## src/rtl/tti_pkg.sv

```systemverilog
`default_nettype none

package tti_pkg;

    localparam int MAX_ROWS     = 1024;
    localparam int MAX_CHANNELS = 8;

    localparam int ROW_W    = $clog2(MAX_ROWS);
    localparam int CH_W     = $clog2(MAX_CHANNELS);
    localparam int VADDR_W  = ROW_W + CH_W;
    localparam int ROWCNT_W = 11;
    localparam int CHCNT_W  = 4;
    localparam int COL_W    = 4;
    localparam int TIME_W   = 48;
    localparam int VAL_W    = 32;
    localparam int WGT_W    = 32;
    localparam int STAT_W   = 3;
    localparam int CIDX_W   = 3;
    localparam int CDATA_W  = 11;

    typedef enum logic [STAT_W-1:0] {
        ST_OK         = 3'd0,
        ST_NOT_INC    = 3'd1,
        ST_BAD_INDEX  = 3'd2,
        ST_HALT_BELOW = 3'd3,
        ST_HALT_ABOVE = 3'd4
    } status_t;

    localparam logic [CIDX_W-1:0] CFG_ROW_COUNT     = 3'd0;
    localparam logic [CIDX_W-1:0] CFG_CHANNEL_COUNT = 3'd1;
    localparam logic [CIDX_W-1:0] CFG_LINEAR_MODE   = 3'd2;
    localparam logic [CIDX_W-1:0] CFG_PAD_ZEROES    = 3'd3;
    localparam logic [CIDX_W-1:0] CFG_BAILOUT_MODE  = 3'd4;

    localparam logic KIND_LOAD  = 1'b0;
    localparam logic KIND_QUERY = 1'b1;

    // divider handshake
    typedef struct packed {
        logic busy;
        logic done;
    } div_stat_t;

endpackage

`default_nettype wire

```

## src/rtl/tti_div.sv

```systemverilog
`default_nettype none

// Restoring divider, one quotient bit a cycle: quo = floor(2^WGT_W * num / den), num < den.
module tti_div
    import tti_pkg::*;
(
    input  wire logic              clk,
    input  wire logic              rst_n,
    input  wire logic              start,
    input  wire logic [TIME_W-1:0] num,
    input  wire logic [TIME_W-1:0] den,
    output logic      [WGT_W-1:0]  quo,
    output div_stat_t              stat
);

    localparam int REM_W = TIME_W + 2;
    localparam int CNT_W = $clog2(WGT_W + 1);

    logic [REM_W-1:0]  rem_reg;
    logic [TIME_W-1:0] den_reg;
    logic [WGT_W-1:0]  quo_reg;
    logic [CNT_W-1:0]  cnt_reg;
    logic              busy_reg;
    logic              done_reg;
    logic [REM_W-1:0]  rem_sh;

    assign rem_sh = {rem_reg[REM_W-2:0], 1'b0};

    always_ff @(posedge clk or negedge rst_n)
    begin
        if (!rst_n)
        begin
            busy_reg <= 1'b0;
            done_reg <= 1'b0;
            cnt_reg  <= '0;
        end
        else
        begin
            done_reg <= 1'b0;
            if (start)
            begin
                rem_reg  <= REM_W'(num);
                den_reg  <= den;
                quo_reg  <= '0;
                cnt_reg  <= CNT_W'(WGT_W);
                busy_reg <= 1'b1;
            end
            else if (busy_reg)
            begin
                if (rem_sh >= REM_W'(den_reg))
                begin
                    rem_reg <= rem_sh - REM_W'(den_reg);
                    quo_reg <= {quo_reg[WGT_W-2:0], 1'b1};
                end
                else
                begin
                    rem_reg <= rem_sh;
                    quo_reg <= {quo_reg[WGT_W-2:0], 1'b0};
                end
                cnt_reg <= cnt_reg - 1'b1;
                if (cnt_reg == CNT_W'(1))
                begin
                    busy_reg <= 1'b0;
                    done_reg <= 1'b1;
                end
            end
        end
    end

    assign quo       = quo_reg;
    assign stat.busy = busy_reg;
    assign stat.done = done_reg;

endmodule

`default_nettype wire

```

## config.mk

```make
export PLATFORM = sky130hd
export DESIGN_NAME = tti_div
export DESIGN_NICKNAME = d
export VERILOG_FILES = /design/src/rtl/tti_pkg.sv /design/src/rtl/tti_div.sv
export SDC_FILE = /design/constraint.sdc
export NUM_CORES = 1
export LEC_CHECK = 0
export BUFFER_PORTS_ARGS = -buffer_cell sky130_fd_sc_hd__buf_2
export CORE_MARGIN = 4
export CORE_UTILIZATION = 36
export DETAILED_ROUTE_END_ITERATION = 10
export PLACE_DENSITY_LB_ADDON = 0.3
export SLEW_MARGIN = 20
export SYNTH_ARGS = -nofsm -noshare
export SYNTH_HDL_FRONTEND = slang
export SYNTH_SLANG_ARGS = --single-unit
```

## constraint.sdc

```tcl
create_clock -name clk -period 3.8 [get_ports clk]
set_input_delay 0.57 -clock clk [delete_from_list [all_inputs] [get_ports clk]]
set_output_delay 0.57 -clock clk [all_outputs]
set_load 0.01 [all_outputs]
```

==> out/metrics.cfg <==
[finish]
area_delta_synth_final_pct = 18.6
nNetsFinal = 1164
final_area_mm2 = 0.0105
largest_register_ffs = 49
antennaDiodeCount = 0
final_layout_size_suffix_gt1_frac = 0.197

[synthesis]
synth_fp_nets = 1036
netlist_area_mm2 = 0.00885
avgSynthCellArea_um2 = 9.99
synth_edf_count = 129
ys_seq_elements = 137
async_flop_share = 0.0584
synth_cell_types = 66
ys.flop_type = edfxtp_1
yosysWarnings = 0
ys_seq_area_frac = 0.460
synthCells = 886

[detailed_routing]
route.detailed.drc = 0
ant_nets = 0
vias = 6907
dr.pass1.iters = 4
wl_per_cell_um = 17.1
viasPerCell = 5.11
drtIter0Drc = 382
wirelength_um = 23100

[timing]
max_slew_margin = 0.531
max_freq_ghz = 0.284
worst_slack_ps = 284
fin_tns_setup_ps = 0
setup_viol = 0
slew_violations = 0
finClkSkew_ps = 18.6
hold_ws_ps = 307
worst_pin_slew_ps = 703
layout_min_cycle_time_ps = 3520
finalHoldViolCount = 0
rsz0062_at_grt = no
finalCritPeriodShare = 0.925

[clocking]
clk_pin_slew_worst_paths_ps = 80
cts_buffer_depth = 2
clock_latency_ps = 430
cts_buffers = 17
cts_resized = 0
clock-sinks = 137
htreeDepth = 4
cts_hold_buffers = 0
cts_tree = yes
post_cts_buffers = 0
root_buffer = clkbuf_16

[setup_path]
crit_start = den_reg[1]$_DFFE_PP_
path_max_fanout = 4
r2r_setup_slack_ps = 280
r2r_start = den_reg[1]$_DFFE_PP_
r2r_end = rem_reg[41]$_DFFE_PP_
r2r_cells = 12
required_ps = 3980
cp_data_arrival_time_ps = 3690
start_kind = flip-flop
path_class = reg -> reg
cp-end-kind = flip-flop

[floorplan]
start_util = 0.365
die_h_um = 165
die_w_um = 165
coreArea_mm2 = 0.0242
dieArea_mm2 = 0.0271
rows = 57
io_pins = 133

[grt]
antenna_found_initial = 0
grt_max_degree = 50
grt_pass1_vias = 6960
grt_usage = 0.171
grt_pass1_wl_um = 36600
overflow = 0

[status]
outcome = finished clean

[power_and_ir_drop]
p_per_area_mw_per_mm2 = 568
total_power_uw = 5960
leakagePower_uw = 0.00482
irDropWorstVdd_uv = 258

[hold_path]
hold_path.class = in -> async

[placement]
pre_cts_ws_ps = 171
gp_congestion = 0.878
dpl.hpwl_um = 16700
placed_area_mm2 = 0.00985
numPortBuffers = 132

[flow_run]
cap_violations = 0

==> worst max-delay path: stages (launching register included) <==
cell      delay [ps]
edfxtp_1         430
inv_1             80
ha_1             230
nor2b_1          150
o31a_1           290
o31ai_1          560
a21oi_1          190
o21bai_1         310
a21oi_1          180
a31oi_1          350
o21ai_0          170
xnor2_1          210
o22ai_1          100
==> cell usage after synthesis, types with 10 or more instances <==
library cell / n / area, µm²
clkbuf_1: 24 / 90.1
xnor2_1: 28 / 245
o21a_1: 10 / 75.1
nor2b_1: 11 / 68.8
a21o_1: 32 / 240
inv_1: 60 / 225
xor2_1: 19 / 166
nand2_1: 97 / 364
o21bai_1: 11 / 82.6
nor3_1: 18 / 90.1
ha_1: 50 / 626
nand4_1: 15 / 93.8
mux2i_1: 60 / 601
nor2_1: 80 / 300
a21oi_1: 51 / 255
o21ai_0: 50 / 250
edfxtp_1: 129 / 3870
==> final cells by class <==
class / instances / area [µm²]
clock buffer: 17 / 425
sequential: 137 / 4080
timing repair buffer: 154 / 853
clock inverter: 15 / 194
inverter: 61 / 229
multi-input combinational: 643 / 4310
fill: 2414 / 13800
tap: 324 / 405
==> logic make-up after synthesis <==
family,count (synthesis),synth area share
flops,137,0.460
fa+ha+maj,51,0.0730
buf+inv,107,0.0540
simple gates,255,0.128
mux,61,0.0692
compound gates,228,0.169
xor+xnor,47,0.0465
==> report_power, final <==
part	internal, µW	total [µW]	switching [µW]
logic	944	2200	1250
registers	1920	2040	122
clock network	900	1720	820
total	3760	5960	2200
==> metal layers <==
layer	part of all wire	wire (µm)	global-route usage
met3	0.040	925	0.0347
met5	0	0	0
met1	0.46	10700	0.229
met4	0.011	245	0.0412
met2	0.49	11200	0.284
==> stage by stage <==
step                       util  instances
after floorplan               -        886
after global placement    0.406       1316
final                     0.433       1351
after CTS                 0.432       1348
after detailed placement  0.406       1316
after global routing      0.433       1351
==> worst max path at each step <==
stage | endpoint | slack, ps | cells past startpoint
floorplan | rem_reg[0]$_DFFE_PP_ | 280 | 3
detailed placement | rem_reg[22]$_DFFE_PP_ | 170 | 10
global placement | rem_reg[41]$_DFFE_PP_ | 240 | 11
finish | rem_reg[41]$_DFFE_PP_ | 280 | 12
global route | rem_reg[22]$_DFFE_PP_ | 40 | 10
CTS | rem_reg[22]$_DFFE_PP_ | 160 | 10
==> placed cells by master (no fill, tap or decap), types with 3 or more instances in the layout <==
cell       instances
buf_2            131
edfxtp_1         129
nand2_1           97
nor2_1            80
inv_1             60
mux2i_1           60
a21oi_1           51
o21ai_0           50
ha_1              50
a21o_1            32
xnor2_1           28
buf_4             21
xor2_1            19
nor3_1            18
clkbuf_16         17
nand4_1           15
o21bai_1          11
nor2b_1           10
o21a_1            10
o21ai_1            9
nand3_1            9
a31oi_1            8
o31ai_1            8
nand2b_1           7
dfrtp_1            7
o211ai_1           6
clkinv_8           6
a211oi_1           5
o221ai_1           4
nor4_1             4
inv_8              4
a221oi_1           3
a22o_1             3
or4_1              3
No activity file was read; power rests on OpenSTA's default activity.
